## src/hw/rtl/rafp_pkg.sv

```systemverilog
// package: types, codes and defaults for the answer frame parser
`default_nettype none

package rafp_pkg;

    localparam int SEQ_SLOTS_DEFAULT = 2;

    typedef enum logic [2:0] {
        PS_HEADER  = 3'd0,
        PS_LEN     = 3'd1,
        PS_TYPE    = 3'd2,
        PS_SEQ     = 3'd3,
        PS_PAYLOAD = 3'd4,
        PS_CRC     = 3'd5,
        PS_TAILER  = 3'd6,
        PS_ERROR   = 3'd7
    } parse_state_t;

    typedef enum logic [1:0] {
        ST_IDLE = 2'd0,
        ST_OK   = 2'd1,
        ST_ERR  = 2'd2
    } status_t;

    typedef enum logic [1:0] {
        ACK_STARTED    = 2'd0,
        ACK_PROCESSING = 2'd1,
        ACK_COMPLETED  = 2'd2,
        ACK_REJECTED   = 2'd3
    } ack_t;

    localparam logic OP_RX_BYTE    = 1'b0;
    localparam logic OP_FRAME_SENT = 1'b1;

    localparam logic [1:0] CFG_HEADER_BYTE   = 2'd0;
    localparam logic [1:0] CFG_TAILER_BYTE   = 2'd1;
    localparam logic [1:0] CFG_CONFIRM_MASK  = 2'd2;
    localparam logic [1:0] CFG_NO_ERROR_CODE = 2'd3;

    typedef struct packed {
        logic       operation;
        logic [7:0] rx_byte;
        logic [7:0] sent_seq;
        logic       seq_slot;
    } in_item_t;

    typedef struct packed {
        logic [1:0] status;
        logic [1:0] ack_state;
        logic [7:0] payload_byte;
        logic       payload_valid;
        logic       frame_done;
    } out_item_t;

endpackage

`default_nettype wire

```

## src/hw/rtl/radio_answer_frame_parser.sv

```systemverilog
// top level: byte-serial answer frame parser with sequence table and checksum
//
// channel | direction | handshake          | payload
// --------+-----------+--------------------+------------------------------------
// in      | input     | in_valid/in_ready  | in_data  (operation, byte, seq, slot)
// out     | output    | out_valid/out_ready| out_data (status, ack, payload, done)
// cfg     | input     | cfg_valid/cfg_ready| cfg_index, cfg_data (always ready)
//
// one transaction per cycle unless out stalls: each accepted item is decoded
// against the parser registers in one pass and its result is loaded into the
// output register at the accepting edge, so it is offered on out from the next
// cycle on; the output register is the only buffer, in_ready drops only while a
// result waits and out_ready is low
// rst_n clears the parser state, the sequence table, the configuration registers and out_valid
`default_nettype none

module radio_answer_frame_parser #(
    parameter int SEQ_SLOTS = rafp_pkg::SEQ_SLOTS_DEFAULT
) (
    input  wire logic               clk,
    input  wire logic               rst_n,
    input  wire logic               in_valid,
    output logic                    in_ready,
    input  wire rafp_pkg::in_item_t in_data,
    output logic                    out_valid,
    input  wire logic               out_ready,
    output rafp_pkg::out_item_t     out_data,
    input  wire logic               cfg_valid,
    output logic                    cfg_ready,
    input  wire logic [1:0]         cfg_index,
    input  wire logic [7:0]         cfg_data
);

    // configuration registers
    logic [7:0] header_byte_reg;
    logic [7:0] tailer_byte_reg;
    logic [7:0] confirm_mask_reg;
    logic [7:0] no_error_code_reg;

    // parser state
    rafp_pkg::parse_state_t parse_state_reg, parse_state_next;
    rafp_pkg::ack_t         ack_status_reg, ack_status_next;
    logic [7:0]  frame_length_reg, frame_length_next;
    logic [7:0]  frame_type_reg, frame_type_next;
    logic [7:0]  frame_seq_reg, frame_seq_next;
    logic [7:0]  payload_count_reg, payload_count_next;
    logic [7:0]  first_payload_reg, first_payload_next;
    logic [15:0] sum_acc_reg, sum_acc_next;
    logic [7:0]  crc_low_reg, crc_low_next;
    logic        crc_byte_count_reg, crc_byte_count_next;
    logic [7:0]  seq_table_reg [SEQ_SLOTS];

    // output register
    logic                out_valid_reg;
    rafp_pkg::out_item_t out_data_reg, out_data_next;

    logic        in_accept;
    logic        seq_hit;
    logic [7:0]  count_inc;
    logic        last_payload;
    logic [7:0]  first_eff;
    logic        confirm_fail;
    logic        crc_match;

    assign in_ready  = !out_valid_reg || out_ready;
    assign in_accept = in_valid && in_ready;
    assign cfg_ready = 1'b1;
    assign out_valid = out_valid_reg;
    assign out_data  = out_data_reg;

    // sequence lookup, one comparator per slot
    always_comb
    begin
        seq_hit = 1'b0;
        for (int i = 0; i < SEQ_SLOTS; i++)
        begin
            if (seq_table_reg[i] == in_data.rx_byte)
            begin
                seq_hit = 1'b1;
            end
        end
    end

    assign count_inc    = payload_count_reg + 8'd1;
    assign last_payload = (count_inc == frame_length_reg);
    // on the first payload byte the stored copy is not yet written
    assign first_eff    = (payload_count_reg == 8'd0) ? in_data.rx_byte : first_payload_reg;
    assign confirm_fail = ((frame_type_reg & confirm_mask_reg) == confirm_mask_reg) &&
                          (first_eff != no_error_code_reg);
    assign crc_match    = ({in_data.rx_byte, crc_low_reg} == sum_acc_reg);

    // next parser state
    always_comb
    begin
        parse_state_next = parse_state_reg;
        if (in_data.operation == rafp_pkg::OP_FRAME_SENT)
        begin
            parse_state_next = rafp_pkg::PS_HEADER;
        end
        else
        begin
            case (parse_state_reg)
                rafp_pkg::PS_HEADER:
                begin
                    if (in_data.rx_byte == header_byte_reg)
                    begin
                        parse_state_next = rafp_pkg::PS_LEN;
                    end
                end
                rafp_pkg::PS_LEN:
                begin
                    parse_state_next = (in_data.rx_byte == 8'd0) ? rafp_pkg::PS_ERROR
                                                                 : rafp_pkg::PS_TYPE;
                end
                rafp_pkg::PS_TYPE:
                begin
                    parse_state_next = rafp_pkg::PS_SEQ;
                end
                rafp_pkg::PS_SEQ:
                begin
                    parse_state_next = seq_hit ? rafp_pkg::PS_PAYLOAD : rafp_pkg::PS_ERROR;
                end
                rafp_pkg::PS_PAYLOAD:
                begin
                    if (last_payload)
                    begin
                        parse_state_next = confirm_fail ? rafp_pkg::PS_ERROR
                                                        : rafp_pkg::PS_CRC;
                    end
                end
                rafp_pkg::PS_CRC:
                begin
                    if (crc_byte_count_reg)
                    begin
                        parse_state_next = crc_match ? rafp_pkg::PS_TAILER
                                                     : rafp_pkg::PS_ERROR;
                    end
                end
                rafp_pkg::PS_TAILER:
                begin
                    parse_state_next = rafp_pkg::PS_HEADER;
                end
                default:
                begin
                    parse_state_next = rafp_pkg::PS_ERROR;
                end
            endcase
        end
    end

    // datapath registers and result
    always_comb
    begin
        ack_status_next     = ack_status_reg;
        frame_length_next   = frame_length_reg;
        frame_type_next     = frame_type_reg;
        frame_seq_next      = frame_seq_reg;
        payload_count_next  = payload_count_reg;
        first_payload_next  = first_payload_reg;
        sum_acc_next        = sum_acc_reg;
        crc_low_next        = crc_low_reg;
        crc_byte_count_next = crc_byte_count_reg;
        out_data_next.status        = rafp_pkg::ST_OK;
        out_data_next.ack_state     = rafp_pkg::ACK_STARTED;
        out_data_next.payload_byte  = 8'd0;
        out_data_next.payload_valid = 1'b0;
        out_data_next.frame_done    = 1'b0;

        if (in_data.operation == rafp_pkg::OP_FRAME_SENT)
        begin
            ack_status_next      = rafp_pkg::ACK_STARTED;
            out_data_next.status = rafp_pkg::ST_IDLE;
        end
        else
        begin
            case (parse_state_reg)
                rafp_pkg::PS_HEADER:
                begin
                    ack_status_next = rafp_pkg::ACK_PROCESSING;
                    if (in_data.rx_byte != header_byte_reg)
                    begin
                        out_data_next.status = rafp_pkg::ST_ERR;
                    end
                end
                rafp_pkg::PS_LEN:
                begin
                    frame_length_next = in_data.rx_byte;
                    sum_acc_next      = {8'd0, in_data.rx_byte};
                    if (in_data.rx_byte == 8'd0)
                    begin
                        out_data_next.status = rafp_pkg::ST_ERR;
                    end
                end
                rafp_pkg::PS_TYPE:
                begin
                    frame_type_next = in_data.rx_byte;
                    sum_acc_next    = sum_acc_reg + {8'd0, in_data.rx_byte};
                end
                rafp_pkg::PS_SEQ:
                begin
                    if (seq_hit)
                    begin
                        frame_seq_next     = in_data.rx_byte;
                        sum_acc_next       = sum_acc_reg + {8'd0, in_data.rx_byte};
                        payload_count_next = 8'd0;
                    end
                    else
                    begin
                        out_data_next.status = rafp_pkg::ST_ERR;
                    end
                end
                rafp_pkg::PS_PAYLOAD:
                begin
                    first_payload_next          = first_eff;
                    out_data_next.payload_byte  = in_data.rx_byte;
                    out_data_next.payload_valid = 1'b1;
                    sum_acc_next       = sum_acc_reg + {8'd0, in_data.rx_byte};
                    payload_count_next = count_inc;
                    if (last_payload)
                    begin
                        if (confirm_fail)
                        begin
                            out_data_next.status = rafp_pkg::ST_ERR;
                        end
                        else
                        begin
                            crc_byte_count_next = 1'b0;
                        end
                    end
                end
                rafp_pkg::PS_CRC:
                begin
                    if (!crc_byte_count_reg)
                    begin
                        crc_low_next        = in_data.rx_byte;
                        crc_byte_count_next = 1'b1;
                    end
                    else
                    begin
                        crc_byte_count_next = 1'b0;
                        if (!crc_match)
                        begin
                            out_data_next.status = rafp_pkg::ST_ERR;
                        end
                    end
                end
                rafp_pkg::PS_TAILER:
                begin
                    ack_status_next          = rafp_pkg::ACK_COMPLETED;
                    out_data_next.frame_done = 1'b1;
                    if (in_data.rx_byte != tailer_byte_reg)
                    begin
                        out_data_next.status = rafp_pkg::ST_ERR;
                    end
                end
                default:
                begin
                    // sticky error: bytes are dropped until the next send
                    ack_status_next = rafp_pkg::ACK_REJECTED;
                end
            endcase
        end
        out_data_next.ack_state = ack_status_next;
    end

    // configuration writes
    always_ff @(posedge clk or negedge rst_n)
    begin
        if (!rst_n)
        begin
            header_byte_reg   <= 8'd0;
            tailer_byte_reg   <= 8'd0;
            confirm_mask_reg  <= 8'd0;
            no_error_code_reg <= 8'd0;
        end
        else if (cfg_valid && cfg_ready)
        begin
            case (cfg_index)
                rafp_pkg::CFG_HEADER_BYTE:   header_byte_reg   <= cfg_data;
                rafp_pkg::CFG_TAILER_BYTE:   tailer_byte_reg   <= cfg_data;
                rafp_pkg::CFG_CONFIRM_MASK:  confirm_mask_reg  <= cfg_data;
                rafp_pkg::CFG_NO_ERROR_CODE: no_error_code_reg <= cfg_data;
                default:                     header_byte_reg   <= header_byte_reg;
            endcase
        end
    end

    // parser state and sequence table
    always_ff @(posedge clk or negedge rst_n)
    begin
        if (!rst_n)
        begin
            parse_state_reg    <= rafp_pkg::PS_HEADER;
            ack_status_reg     <= rafp_pkg::ACK_STARTED;
            frame_length_reg   <= 8'd0;
            frame_type_reg     <= 8'd0;
            frame_seq_reg      <= 8'd0;
            payload_count_reg  <= 8'd0;
            first_payload_reg  <= 8'd0;
            sum_acc_reg        <= 16'd0;
            crc_low_reg        <= 8'd0;
            crc_byte_count_reg <= 1'b0;
            for (int i = 0; i < SEQ_SLOTS; i++)
            begin
                seq_table_reg[i] <= 8'd0;
            end
        end
        else if (in_accept)
        begin
            parse_state_reg    <= parse_state_next;
            ack_status_reg     <= ack_status_next;
            frame_length_reg   <= frame_length_next;
            frame_type_reg     <= frame_type_next;
            frame_seq_reg      <= frame_seq_next;
            payload_count_reg  <= payload_count_next;
            first_payload_reg  <= first_payload_next;
            sum_acc_reg        <= sum_acc_next;
            crc_low_reg        <= crc_low_next;
            crc_byte_count_reg <= crc_byte_count_next;
            // slots past the table depth are dropped
            if (in_data.operation == rafp_pkg::OP_FRAME_SENT)
            begin
                for (int i = 0; i < SEQ_SLOTS; i++)
                begin
                    if (32'(i) == 32'(in_data.seq_slot))
                    begin
                        seq_table_reg[i] <= in_data.sent_seq;
                    end
                end
            end
        end
    end

    // result register
    always_ff @(posedge clk or negedge rst_n)
    begin
        if (!rst_n)
        begin
            out_valid_reg <= 1'b0;
        end
        else if (in_accept)
        begin
            out_valid_reg <= 1'b1;
        end
        else if (out_ready)
        begin
            out_valid_reg <= 1'b0;
        end
    end

    always_ff @(posedge clk)
    begin
        if (in_accept)
        begin
            out_data_reg <= out_data_next;
        end
    end

endmodule

`default_nettype wire

```

## config.mk

```make
export PLATFORM = sky130hd
export DESIGN_NAME = radio_answer_frame_parser
export DESIGN_NICKNAME = d
export VERILOG_FILES = /design/src/hw/rtl/rafp_pkg.sv /design/src/hw/rtl/radio_answer_frame_parser.sv
export SDC_FILE = /design/constraint.sdc
export NUM_CORES = 1
export LEC_CHECK = 0
export ABC_AREA = 0
export BUFFER_PORTS_ARGS = -buffer_cell sky130_fd_sc_hd__clkbuf_2
export CORE_MARGIN = 2
export CORE_UTILIZATION = 57
export DETAILED_ROUTE_END_ITERATION = 8
export PLACE_DENSITY = 0.76
export SYNTH_ARGS = -nofsm -noshare
export SYNTH_HDL_FRONTEND = slang
export SYNTH_SLANG_ARGS = --single-unit
```

## constraint.sdc

```tcl
create_clock -name clk -period 5.9 [get_ports clk]
set_input_delay 0.59 -clock clk [delete_from_list [all_inputs] [get_ports clk]]
set_output_delay 0.59 -clock clk [all_outputs]
set_load 0.05 [all_outputs]
```

**Word-level counts from Yosys, hierarchy flattened**

Index checks and enable logic that the tools add are counted.

- Bits of input ports: 33
- Flip-flop bits (word level): 125
- Output and inout port bits: 17

- Mux-type cells: 35
- Reductions and logical operators: 29
- Add/subtract/negate cells: 2
- Eq/ne operators: 24
- Bitwise operators: 5

Operators with widths:

| kind | count |
|---|---|
| $pmux W16 S3 | 1 |
| $eq A8 B8 Y1 | 5 |
| $ne A8 B8 Y1 | 3 |
| $mux W2 | 11 |
| $pmux W3 S7 | 1 |
| $add A16 B8 Y16 | 1 |
| $eq A16 B16 Y1 | 1 |
| $logic_not A8 Y1 | 2 |
| $mux W16 | 1 |
| $mux W8 | 2 |
| $pmux W8 S2 | 1 |
| $reduce_and A4 Y1 | 4 |
| $mux W3 | 5 |
| $reduce_and A3 Y1 | 5 |
| $pmux W2 S6 | 1 |
| $mux W1 | 10 |
| $eq A3 B3 Y1 const B | 3 |
| $ne A3 B3 Y1 const B | 3 |
| $add A8 B1 Y8 const B | 1 |
| $and A8 B8 Y8 | 1 |
| $reduce_and A2 Y1 | 4 |
| $eq A3 B2 Y1 const B | 2 |
| $ne A2 B2 Y1 const B | 3 |
| $pmux W2 S3 | 1 |
| 15 further kinds | 23 |

**Longest topological paths before layout**

Gate-level depths: netlist (run 1).

- Depth in word-level cells: 8
- Gate-level depth with buffers: 10

**Least setup slack after synthesis (run 1)**

OpenSTA, ideal clock, no wires.

- Path kind: register to register
- Start: reg out_valid_reg, in the netlist out_valid
- End: reg first_payload_reg[0]
- Buffers on the path: 0
- Cell stages (with the launch flop): 6
- Required time: 5,775 ps
- Setup slack: 3,248 ps
- Period minus slack after synthesis: 2,652 ps
- Setup time: 125 ps
- Arrival time: 2,528 ps
- Path through: dfrtp_1 -> nand2b_1 -> nor3b_2 -> nand2_1 -> nor2_2 -> mux2_2

- Word-level cells in the longest chain between the ends: 4

Ends and longest elaborated chain:

| what | RTL line | source |
|---|---|---|
| from (decl) | radio_answer_frame_parser.sv:54 | `logic out_valid_reg;` |
| from (signal assigned) | radio_answer_frame_parser.sv:339 | `out_valid_reg <= 1'b0;` |
| from (signal assigned) | radio_answer_frame_parser.sv:343 | `out_valid_reg <= 1'b1;` |
| from (signal assigned) | radio_answer_frame_parser.sv:347 | `out_valid_reg <= 1'b0;` |
| $logic_not A1 Y1 | radio_answer_frame_parser.sv:65 | `assign in_ready = !out_valid_reg \|\| out_ready;` |
| $logic_or A1 B1 Y1 | radio_answer_frame_parser.sv:65 |  |
| via in_ready | radio_answer_frame_parser.sv:23 | `output logic in_ready,` |
| $logic_and A1 B1 Y1 | radio_answer_frame_parser.sv:66 | `assign in_accept = in_valid && in_ready;` |
| $reduce_and A3 Y1 (no source line) | -- |  |
| to (signal assigned) | radio_answer_frame_parser.sv:316 | `first_payload_reg <= first_payload_next;` |
| to (decl) | radio_answer_frame_parser.sv:47 | `logic [7:0] first_payload_reg, first_payload_next;` |

The timed path passes the listed nets, and every way through them passes these cells.
A chain may end at the register's enable or synchronous reset.

**Worst setup path in the final report (run 1)**

- Start: reg parse_state_reg[0]
- End: reg sum_acc_reg[12]

- Word-level cells in the longest chain between the ends: 4

Ends and longest elaborated chain:

| what | RTL line | source |
|---|---|---|
| from (decl) | radio_answer_frame_parser.sv:41 | `rafp_pkg::parse_state_t parse_state_reg, parse_state_next;` |
| from (signal assigned) | radio_answer_frame_parser.sv:293 | `parse_state_reg <= rafp_pkg::PS_HEADER;` |
| from (signal assigned) | radio_answer_frame_parser.sv:310 | `parse_state_reg <= parse_state_next;` |
| $eq A3 B3 Y1 / $eq A3 B2 Y1 (equally long branches) | radio_answer_frame_parser.sv:176 | `case (parse_state_reg)` |
| $reduce_or A2 Y1 (no source line) | -- |  |
| $reduce_bool A3 Y1 (no source line) | -- |  |
| $reduce_and A4 Y1 (no source line) | -- |  |
| to (signal assigned) | radio_answer_frame_parser.sv:317 | `sum_acc_reg <= sum_acc_next;` |
| to (decl) | radio_answer_frame_parser.sv:48 | `logic [15:0] sum_acc_reg, sum_acc_next;` |

Parallel ways exist; a longest one is shown, timed or not.

==> run summary, run 1 <==
* finished with violations — result of the run
* DRC — failing checks
* 69 — maximum number of pins on one net before global-route repair
* 125 — clk sink count
* 26.7% — Max transition margin
* 0.00470 ns — Clock Skews
* 32.3% — proportion of power drawn by combinational gates
* sky130_fd_sc_hd__dfrtp_1 — cell type of the slowest stage on the worst timing path
* 6.22 — average vias per placed instance
* 0.295 mV — worst supply voltage drop on vdd
* 528 — Initial DRC Count
* sky130_fd_sc_hd__dfrtp_1 (111), sky130_fd_sc_hd__mux2_2 (78), sky130_fd_sc_hd__xnor2_1 (66) — most frequent cells after synthesis
* 1.10 ns — Worst Max-Slew Pin Slew
* 30.3% — proportion of power drawn by the clock network
* 0.347 GHz — highest achievable clock rate
* 0.05 ns — CTS clock-pin slew for the worst setup and hold paths
* 712 — net count reported at finish
* sky130_fd_sc_hd__clkbuf_16 — CTS root buffer
* 0.86 ns — largest incremental delay on the critical path
* 26400 µm — wire length of the first global-routing pass
* 0 — number of pins with negative max-slew slack in the final report
* 0.909 — last weighted congestion value of the routability-driven placer
* 0 — diode insertion count for antenna repair
* 0 — total of warnings raised by yosys
* 6790 µm² — Post-Syn Area
* 24 — highest net fanout along the worst path
* 1.21 mW — power dissipated by switching net loads
* sky130_fd_sc_hd__dfrtp_1 (41%), sky130_fd_sc_hd__mux2_2 (13%), sky130_fd_sc_hd__xnor2_1 (8.5%) — top cells by area, synth
* sky130_fd_sc_hd__dfrtp_1 — Most used DFF post-synth
* 12800 µm² — Die Outline Area
* 2.89 ns — fin crit period
* 113 µm — die boundary width
* 0 — Setup violations, final
* 70 — number of distinct standard cells referenced by the synthesized netlist
* 0 — number of antenna-violating nets in the routed design
* 458 nW/µm² — pwr dens
* 856 — fillers
* 24.9% — layout cell share with drive strength beyond 1
* 3.53 mW — Pwr Total
* sky130_fd_sc_hd__dfrtp_1 — top cell type by total area after synthesis
* 59.0% — starting utilization of the core area
* flop — kind of start point of the critical path
* 3.27 nW — Pleak
* 5262 — vias in the first global route
* 2 — Clock Path Buffers
* 2.32 mW — internal power of the cells
* 39 — floorplan row count
* 0 — PostCTS Resize Cnt
* 6.24 ns — Worst EP required
* false — setup repair after global routing missed its margin
* 0 — Fin. Hold Viols
* 10.9 µm² — syn_area_per_cell
* simple AND/OR/NAND/NOR gates — delay-heaviest family, CP
* 3.22 ns — arrival time of the worst setup path
* sky130_fd_sc_hd__a21oi_1 — most repeated library cell on the critical path
* 0 — number of antenna violations at the first check in global routing
* 4 — number of design rule violations left after detail routing
* 48 — Port Buffers
* 47.1% — sequential cell area fraction in the yosys report
* primary input to asynchronous set/reset pin — type of the worst min-delay path
* 34.3% — Sw Share
* 11100 µm — HPWL Detailed
* 7 — number of detailed-route iterations in the first pass
* 0 — setup repair bufs after CTS
* 0 — maxcap violations
* 17 — clock buffer count from CTS
* 0 ns — Setup Total Neg Slack
* flop to flop — WS Path Type
* 125 — register bit count reported by yosys
* 4 — htree depth
* 625 — Post-Synthesis Cells
* sky130_fd_sc_hd__dfrtp_1 — most repeated cell in the gate-level netlist after synthesis
* 0.42 ns — clock latency on the worst-skew pair
* 48.9% — Final period util
* 50 — I/O Pins
* 11500 µm² — standard cell core area
* 67.0% — core utilization of the finished layout
* 0 — crit path buf inv count
* 26.6% — Total GRT Usage
* or2_1 > o21ai_1 > nor4_1 > a21oi_1 > or4_1 > a21oi_1 — ordered list of cells on the worst path
* 113 µm — Die H
* 40.9% — area fraction of the dominant cell type after synthesis
* 669 — total nets after synthesis
* 0 — number of hold buffers added after CTS
* 16100 µm — overall routed net length
* built — CTS tree
* 13.6% — area delta synth->final
* 88.8% — post-synthesis async set-or-reset flop share
* 14 — number of enable-type register cells in the synthesized netlist
* flop — critical path endpoint category
* 37.4% — sequential share of power
* 19.6 µm — detail-routed net length per standard cell
* 0 — remaining global-route overflow
* 5123 — vias after detailed routing
[stage by stage]
stage	worst slack [ns]	hold WS (ns)	cells	area, µm²
3_5_place_dp	2.91	0.483	792	7110
6_report	3.01	0.290	823	7710
2_1_floorplan	3.25	0.294	625	6790
5_1_grt	2.73	0.378	823	7710
3_3_place_gp	2.99	0.469	792	7110
4_1_cts	3.09	0.334	823	7710
[final cells by class]
cell class                 count  area [µm²]  share of cell area, %
timing repair buffer          49         250                   3.24
clock inverter                 6         109                   1.41
inverter                      16        60.1                  0.778
multi-input combinational    459        3420                   44.4
clock buffer                  25         495                   6.42
sequential                   125        3200                   41.5
tap                          143         179                   2.32
[kinds of logic after synthesis]
logic type	count (synthesis)	synth area share, %
AOI/OAI and AO/OA	95	9.45
DFF	125	47.1
xor gates and xnor gates	80	10.3
adders and majority gates	11	2.14
and+or+nand+nor	193	15.4
other	1	0.0552
buffers and inverters	41	2.51
muxes	79	13.1
[power groups by stage]
stage	Clock [mW]	Combinational (mW)	Sequential, mW
floorplan	0	0.880	1.28
global placement	0	1.07	1.32
detailed placement	0	1.11	1.33
CTS	1.08	1.13	1.32
global route	1.12	1.25	1.35
finish	1.07	1.14	1.32
[layer usage]
layer | track usage (%) | up-vias | share of wire, %
met2 | 41.9 | 205 | 48
met3 | 7.28 | 41 | 6.8
met4 | 12.3 | 0 | 3.0
met1 | 34.5 | 2533 | 42
met5 | 0 | - | 0
li1 | - | 2344 | -
[layout by cell type, fill, tap and decap left out, types with 8 or more instances in the layout]
cell and count:
sky130_fd_sc_hd__o21ai_0 26, sky130_fd_sc_hd__nor2_1 20, sky130_fd_sc_hd__mux2_2 78, sky130_fd_sc_hd__clkbuf_2 47
sky130_fd_sc_hd__ha_1 10, sky130_fd_sc_hd__edfxtp_1 14, sky130_fd_sc_hd__a21oi_1 18, sky130_fd_sc_hd__nand2_1 58
sky130_fd_sc_hd__nand4_1 13, sky130_fd_sc_hd__nand3_1 22, sky130_fd_sc_hd__xor2_1 14, sky130_fd_sc_hd__xnor2_1 66
sky130_fd_sc_hd__inv_1 14, sky130_fd_sc_hd__dfrtp_1 111, sky130_fd_sc_hd__nor3_1 15, sky130_fd_sc_hd__clkbuf_16 17
sky130_fd_sc_hd__nor2b_1 8
[final timing paths]
| check | endpoint | slack [ns] | cells past startpoint | from |
|---|---|---|---|---|
| min in group clk | seq_table_reg[0]$_DFFE_PN0P_ | 0.42 | 2 | in_data[1] |
| hold reg to reg | frame_length_reg[5]$_DFFE_PN0P_ | 0.50 | 2 | frame_length_reg[5]$_DFFE_PN0P_ |
| hold / removal | payload_count_reg[4]$_DFFE_PN0P_ | 0.29 | 1 | rst_n |
| setup reg to reg | sum_acc_reg[12]$_DFFE_PN0P_ | 3.01 | 6 | parse_state_reg[0]$_DFFE_PN0P_ |
| max in group asynchronous | frame_length_reg[1]$_DFFE_PN0P_ | 4.49 | 2 | rst_n |
| setup / recovery | sum_acc_reg[12]$_DFFE_PN0P_ | 3.01 | 6 | parse_state_reg[0]$_DFFE_PN0P_ |
No activity file was read; power rests on OpenSTA's default activity.
==> run 2: changes to the inputs <==
--- a/config.mk
+++ b/config.mk
@@ -8,9 +8,9 @@
 export ABC_AREA = 0
 export BUFFER_PORTS_ARGS = -buffer_cell sky130_fd_sc_hd__clkbuf_2
 export CORE_MARGIN = 2
-export CORE_UTILIZATION = 57
+export CORE_UTILIZATION = 55
 export DETAILED_ROUTE_END_ITERATION = 8
-export PLACE_DENSITY = 0.76
+export PLACE_DENSITY = 0.77
 export SYNTH_ARGS = -nofsm -noshare
 export SYNTH_HDL_FRONTEND = slang
 export SYNTH_SLANG_ARGS = --single-unit
==> constraint.sdc (replaced) <==
create_clock -name clk -period 2.54 [get_ports clk]
set_input_delay 0.254 -clock clk [delete_from_list [all_inputs] [get_ports clk]]
set_output_delay 0.254 -clock clk [all_outputs]
set_load 0.05 [all_outputs]
==> run summary, run 2 (synthesized netlist as in run 1, its figures left out) <==
* finished, final reports clean — result of the run
* 2.83 mW — power dissipated by switching net loads, +130%
* 0 — Setup violations, final, unchanged
* 34.9% — proportion of power drawn by combinational gates, +2.6 points
* 5.40 mW — internal power of the cells, +130%
* false — setup repair after global routing missed its margin
* 11800 µm — HPWL Detailed, +6.8%
* 56.5% — starting utilization of the core area, -2.4 points
* 8 — highest net fanout along the worst path, -67%
* 7 — number of detailed-route iterations in the first pass, unchanged
* 3.41 nW — Pleak, +4.2%
* 28.8% — proportion of power drawn by the clock network, -1.5 points
* 0.625 ns — Worst Max-Slew Pin Slew, -0.471 ns
* 0.418 GHz — highest achievable clock rate, +21%
* 0.42 ns — largest incremental delay on the critical path, -0.44 ns
* 19.3 µm — detail-routed net length per standard cell, -1.2%
* 57.2% — Max transition margin, +30 points
* 28.6% — layout cell share with drive strength beyond 1, +3.7 points
* 94.2% — Final period util, +45 points
* 0.0106 ns — Clock Skews, +0.00589 ns
* 2.39 ns — fin crit period, -0.493 ns
* seq_table_reg[1]$_DFFE_PN0P_ — Hold Path End
* 17.0% — area delta synth->final
* flop — critical path endpoint category
* 0 — remaining global-route overflow, unchanged
* 0 — number of pins with negative max-slew slack in the final report, unchanged
* built — CTS tree
* ha_2 > inv_1 > fa_1 > nor2b_1 > o21a_1 > o211ai_1 > and3_2 > or4_1 > a21oi_1 — ordered list of cells on the worst path
* 13300 µm² — Die Outline Area, +3.5%
* sum_acc_reg[0]$_DFFE_PN0P_ — worst r2r src
* 0 — number of antenna violations at the first check in global routing, unchanged
* 125 — clk sink count, unchanged
* 5227 — vias after detailed routing, +2.0%
* primary input to flop — type of the worst min-delay path
* sky130_fd_sc_hd__or4_1 — cell type of the slowest stage on the worst timing path
* 0.931 — last weighted congestion value of the routability-driven placer, +2.4%
* 40 — floorplan row count, +2.6%
* simple AND/OR/NAND/NOR gates — delay-heaviest family, CP
* 36.3% — sequential share of power, -1.1 points
* sky130_fd_sc_hd__dfrtp_1 (111), sky130_fd_sc_hd__mux2_2 (78), sky130_fd_sc_hd__xnor2_1 (66) — commonest cells after routing, fill and taps aside
* 34.4% — Sw Share, +0.15 points
* 743 — net count reported at finish, +4.4%
* 48 — Port Buffers, unchanged
* 0.15 ns — register-to-register path setup slack, -2.87 ns
* 345 — Initial DRC Count, -35%
* 0 — number of design rule violations left after detail routing, -4
* 26600 µm — wire length of the first global-routing pass, +0.63%
* sum_acc_reg[10]$_DFFE_PN0P_ — worst reg2reg endpoint
* 6.09 — average vias per placed instance, -2.1%
* 2.88 ns — Worst EP required, -3.36 ns
* 115 µm — Die H, +1.7%
* flop to flop — WS Path Type
* 48 — maximum number of pins on one net before global-route repair, -30%
* 115 µm — die boundary width, +1.7%
* in_data[2] — startpoint of the worst hold path
* 1040 nW/µm² — pwr dens, +130%
* 9 — path depth of the worst reg2reg path, +3
* 5215 — vias in the first global route, -0.89%
* 26.6% — Total GRT Usage, about the same
* 1 — crit path buf inv count, +1
* 16600 µm — overall routed net length, +3.0%
* 0 — Fin. Hold Viols, unchanged
* sky130_fd_sc_hd__clkbuf_16 — CTS root buffer
* 4 — htree depth, unchanged
* 2 — WHS Path Cells
* 0 — number of antenna-violating nets in the routed design, unchanged
* 0.0797 ns — worst hold-check slack, -0.211 ns
* 0.580 mV — worst supply voltage drop on vdd, +96%
* 0.05 ns — CTS clock-pin slew for the worst setup and hold paths, about the same
* 50 — I/O Pins, unchanged
* 17 — clock buffer count from CTS, unchanged
* 929 — fillers, +8.5%
* 12000 µm² — standard cell core area, +4.3%
* 0.43 ns — clock latency on the worst-skew pair, about the same
* 0 — maxcap violations, unchanged
* 2.74 ns — arrival time of the worst setup path, -0.48 ns
* flop — kind of start point of the critical path
* 0 ns — Setup Total Neg Slack, unchanged
* sky130_fd_sc_hd__dfrtp_1 — most common cell after layout, fill and taps aside
* 2 — Clock Path Buffers, unchanged
## run 2: per-layer routing
metal | share of wire (%) | GRT usage [%] | vias to the layer above
met5 | 0 | 0 | -
met4 | 2.5 | 11.2 | 0
met3 | 7.6 | 6.96 | 42
met2 | 46 | 40.6 | 216
met1 | 44 | 36.4 | 2563
li1 | - | - | 2406
## run 2: per-stage QoR
stage	worst slack [ns]	instances	power (mW)	instance area, µm²	utilization [%]
after floorplan	0.106	625	5.02	6790	-
after global routing	0.000841	857	8.69	7940	66.1
after global placement	0.187	825	5.66	7350	61.2
final	0.147	858	8.23	7950	66.1
after detailed placement	0.0819	825	5.80	7350	61.2
after CTS	0.0513	856	8.19	7920	66.0
## run 2: power groups by stage
stage	Sequential (mW)	Clock [mW]	Combinational [mW]
3_3_place_gp	2.97	0	2.69
3_5_place_dp	3.01	0	2.79
4_1_cts	2.98	2.39	2.82
5_1_grt	3.05	2.49	3.14
6_report	2.98	2.37	2.87
2_1_floorplan	2.98	0	2.04
## run 2: layout make-up
type / count / area (µm²) / area share (%)
diodes: 1 / 2.50 / 0.0315
multi-input cells: 459 / 3440 / 43.3
clock buffers: 21 / 440 / 5.54
flip-flops and latches: 125 / 3200 / 40.3
well taps: 147 / 184 / 2.31
inverters: 16 / 60.1 / 0.756
repair buffers: 80 / 498 / 6.27
clock inverters: 9 / 124 / 1.56
## run 2: worst max path at each step
stage                                          start                          endpoint  slack [ns]  depth (start not counted)
floorplan                      out_valid$_DFFE_PN0P_  first_payload_reg[0]$_DFFE_PN0P_        0.11                          5
global placement      parse_state_reg[1]$_DFFE_PN0P_        sum_acc_reg[7]$_DFFE_PN0P_        0.19                          6
detailed placement    parse_state_reg[1]$_DFFE_PN0P_        sum_acc_reg[7]$_DFFE_PN0P_        0.08                          6
CTS                 payload_count_reg[0]$_DFFE_PN0P_        out_data[13]$_SDFFCE_PP0P_        0.05                          8
global route              sum_acc_reg[0]$_DFFE_PN0P_       sum_acc_reg[12]$_DFFE_PN0P_      0.0008                          9
finish                    sum_acc_reg[0]$_DFFE_PN0P_       sum_acc_reg[10]$_DFFE_PN0P_        0.15                          9
## run 2: what timing repair did
action,in CTS,in global routing
buffers inserted,0,1
setup endpoints to repair,0,7
gates resized for setup,0,4
hold endpoints to repair,40,0
hold buffers,1,0
==> run 3: changes to the inputs <==
--- a/config.mk
+++ b/config.mk
@@ -7,10 +7,12 @@
 export LEC_CHECK = 0
 export ABC_AREA = 0
 export BUFFER_PORTS_ARGS = -buffer_cell sky130_fd_sc_hd__clkbuf_2
+export CELL_PAD_IN_SITES_DETAIL_PLACEMENT = 0
+export CELL_PAD_IN_SITES_GLOBAL_PLACEMENT = 1
 export CORE_MARGIN = 2
-export CORE_UTILIZATION = 55
+export CORE_UTILIZATION = 44
 export DETAILED_ROUTE_END_ITERATION = 8
-export PLACE_DENSITY = 0.77
+export PLACE_DENSITY_LB_ADDON = 0.1
 export SYNTH_ARGS = -nofsm -noshare
 export SYNTH_HDL_FRONTEND = slang
 export SYNTH_SLANG_ARGS = --single-unit
==> run summary, run 3 (synthesized netlist as in run 1, its figures left out) <==
* 0 ns — Setup Total Neg Slack, unchanged
* 3.44 nW — Pleak, +0.87%
* primary input to flop — type of the worst min-delay path
* 44.8% — starting utilization of the core area, -12 points
* finished, final reports clean — result of the run
* 112 — maximum number of pins on one net before global-route repair, +130%
* flop — kind of start point of the critical path
* 907 — Final Non-Filler Cells, +5.7%
* 0.509 mV — worst supply voltage drop on vdd, -12%
* 5.59 — average vias per placed instance, -8.3%
* 18.8 µm — detail-routed net length per standard cell, -2.6%
* 0 — Fin. Hold Viols, unchanged
* 0 — Setup violations, final, unchanged
* 48 — Port Buffers, unchanged
* 0 — number of design rule violations left after detail routing, unchanged
* 1 — crit path buf inv count, unchanged
* 0 — number of antenna violations at the first check in global routing, unchanged
* 0.405 GHz — highest achievable clock rate, -3.0%
* 0.639 ns — Worst Max-Slew Pin Slew, +0.0140 ns
* 0.07 ns — register-to-register path setup slack, -0.07 ns
* 16400 µm² — Die Outline Area, +24%
* 28.7% — proportion of power drawn by the clock network, about the same
* flop to flop — WS Path Type
* 0.06 ns — CTS clock-pin slew for the worst setup and hold paths, about the same
* 2 — Clock Path Buffers, unchanged
* built — CTS tree
* compound AO/OA/AOI/OAI gates — delay-heaviest family, CP
* 12600 µm — HPWL Detailed, +6.7%
* 5066 — vias after detailed routing, -3.1%
* 45 — floorplan row count, +13%
* 2.47 ns — fin crit period, +0.0737 ns
* 275 — Initial DRC Count, -20%
* 36.2% — sequential share of power, about the same
* 17100 µm — overall routed net length, +2.9%
* 0.876 — last weighted congestion value of the routability-driven placer, -5.9%
* sky130_fd_sc_hd__dfrtp_1 — most common cell after layout, fill and taps aside
* 17 — clock buffer count from CTS, unchanged
* 29.8% — layout cell share with drive strength beyond 1, +1.2 points
* 0 — remaining global-route overflow, unchanged
* 2.88 mW — power dissipated by switching net loads, +1.8%
* 4 — htree depth, unchanged
* 56.3% — Max transition margin, -0.96 points
* false — setup repair after global routing missed its margin
* 18.9% — area delta synth->final
* 50 — I/O Pins, unchanged
* 2.60 ns — arrival time of the worst setup path, -0.14 ns
* 0 — diode insertion count for antenna repair, -1
* 15100 µm² — standard cell core area, +26%
* 27400 µm — wire length of the first global-routing pass, +3.1%
* 128 µm — die boundary width, +11%
* sky130_fd_sc_hd__clkbuf_16 — CTS root buffer
* 97.1% — Final period util, +2.9 points
* 0.50 ns — largest incremental delay on the critical path, +0.08 ns
* 5137 — vias in the first global route, -1.5%
* 2.67 ns — Worst EP required, -0.21 ns
* 0 — maxcap violations, unchanged
* 0.00929 ns — Clock Skews, -0.00130 ns
* 128 µm — Die H, +11%
* 5.37 mW — internal power of the cells, -0.59%
* flop — critical path endpoint category
* 0 — number of antenna-violating nets in the routed design, unchanged
* 34.9% — Sw Share, +0.54 points
* 1338 — fillers, +44%
* 8.25 mW — Pwr Total, +0.24%
* 0 — number of pins with negative max-slew slack in the final report, unchanged
* 1020 nW/µm² — pwr dens, -1.4%
* 125 — clk sink count, unchanged
* 750 — net count reported at finish, +0.94%
* 873 — cell total after placement, +5.8%
* 22.0% — Total GRT Usage, -4.6 points
* inv_1 > ha_1 > xnor2_1 > nand2_1 > or4_4 > o31ai_4 > a41oi_2 — ordered list of cells on the worst path
* 4 — number of detailed-route iterations in the first pass, -3
* sky130_fd_sc_hd__or4_4 — cell type of the slowest stage on the worst timing path
* 0.42 ns — clock latency on the worst-skew pair, about the same
* sky130_fd_sc_hd__dfrtp_1 (110), sky130_fd_sc_hd__mux2_2 (78), sky130_fd_sc_hd__xnor2_1 (66) — commonest cells after routing, fill and taps aside
* 35.1% — proportion of power drawn by combinational gates, +0.2 points
* 7 — highest net fanout along the worst path, -1
run 3: cell count changes in the layout (fill, tap and decap cells not counted), sizes merged:
cell,before,now
buf,32,39
bufinv,3,0
clkbuf,68,70
clkinv,7,5
clkinvlp,0,4
diode,1,0
inv,15,16
run 3: what timing repair did:
item	CTS	global route
resized for setup	0	4
endpoints found under the setup margin	0	4
hold buffers	1	0
endpoints found under the hold margin	111	0
setup buffers	0	1
run 3: worst paths after layout:
kind,from,to,depth (start not counted)
worst max-delay path,payload_count_reg[0]$_DFFE_PN0P_,out_data[12]$_SDFFCE_PP0P_,7
worst min-delay path,in_data[3],seq_table_reg[10]$_DFFE_PN0P_,2
worst max register to register,payload_count_reg[0]$_DFFE_PN0P_,out_data[12]$_SDFFCE_PP0P_,7
worst min register to register,frame_length_reg[4]$_DFFE_PN0P_,frame_length_reg[4]$_DFFE_PN0P_,2
max in group asynchronous,rst_n,frame_type_reg[2]$_DFFE_PN0P_,3
min in group asynchronous,rst_n,frame_length_reg[6]$_DFFE_PN0P_,3
run 3: per-stage QoR:
stage	hold WS (ns)	area, µm²	utilization, %	worst slack [ns]
2_1_floorplan	-0.0416	6790	-	0.106
3_3_place_gp	0.393	7450	49.2	0.142
3_5_place_dp	0.388	7450	49.2	0.0813
4_1_cts	0.0641	8060	53.2	0.0605
5_1_grt	0.0635	8080	53.3	0.0113
6_report	0.0774	8080	53.3	0.0736
run 3: layout make-up:
| class | count | area [µm²] | share of cell area, % |
|---|---|---|---|
| Sequential cell | 125 | 3200 | 39.6 |
| Inverter | 16 | 60.1 | 0.743 |
| Clock inverter | 9 | 73.8 | 0.914 |
| Clock buffer | 23 | 520 | 6.44 |
| Timing Repair Buffer | 87 | 551 | 6.82 |
| Multi-Input combinational cell | 459 | 3440 | 42.6 |
| Tap cell | 188 | 235 | 2.91 |
run 3: power by group through the flow:
| stage | clock network, mW | registers [mW] | logic, mW |
|---|---|---|---|
| detailed placement | 0 | 3.02 | 2.85 |
| finish | 2.37 | 2.99 | 2.89 |
| floorplan | 0 | 2.98 | 2.04 |
| global route | 2.49 | 3.05 | 3.19 |
| global placement | 0 | 2.99 | 2.81 |
| CTS | 2.42 | 2.98 | 2.87 |
run 3: per-layer routing:
metal	vias up	routed length, µm	GRT usage (%)
li1	2421	-	-
met1	2509	8020	29.7
met2	115	7930	35.3
met3	21	889	5.38
met4	0	235	6.72
met5	-	0	0
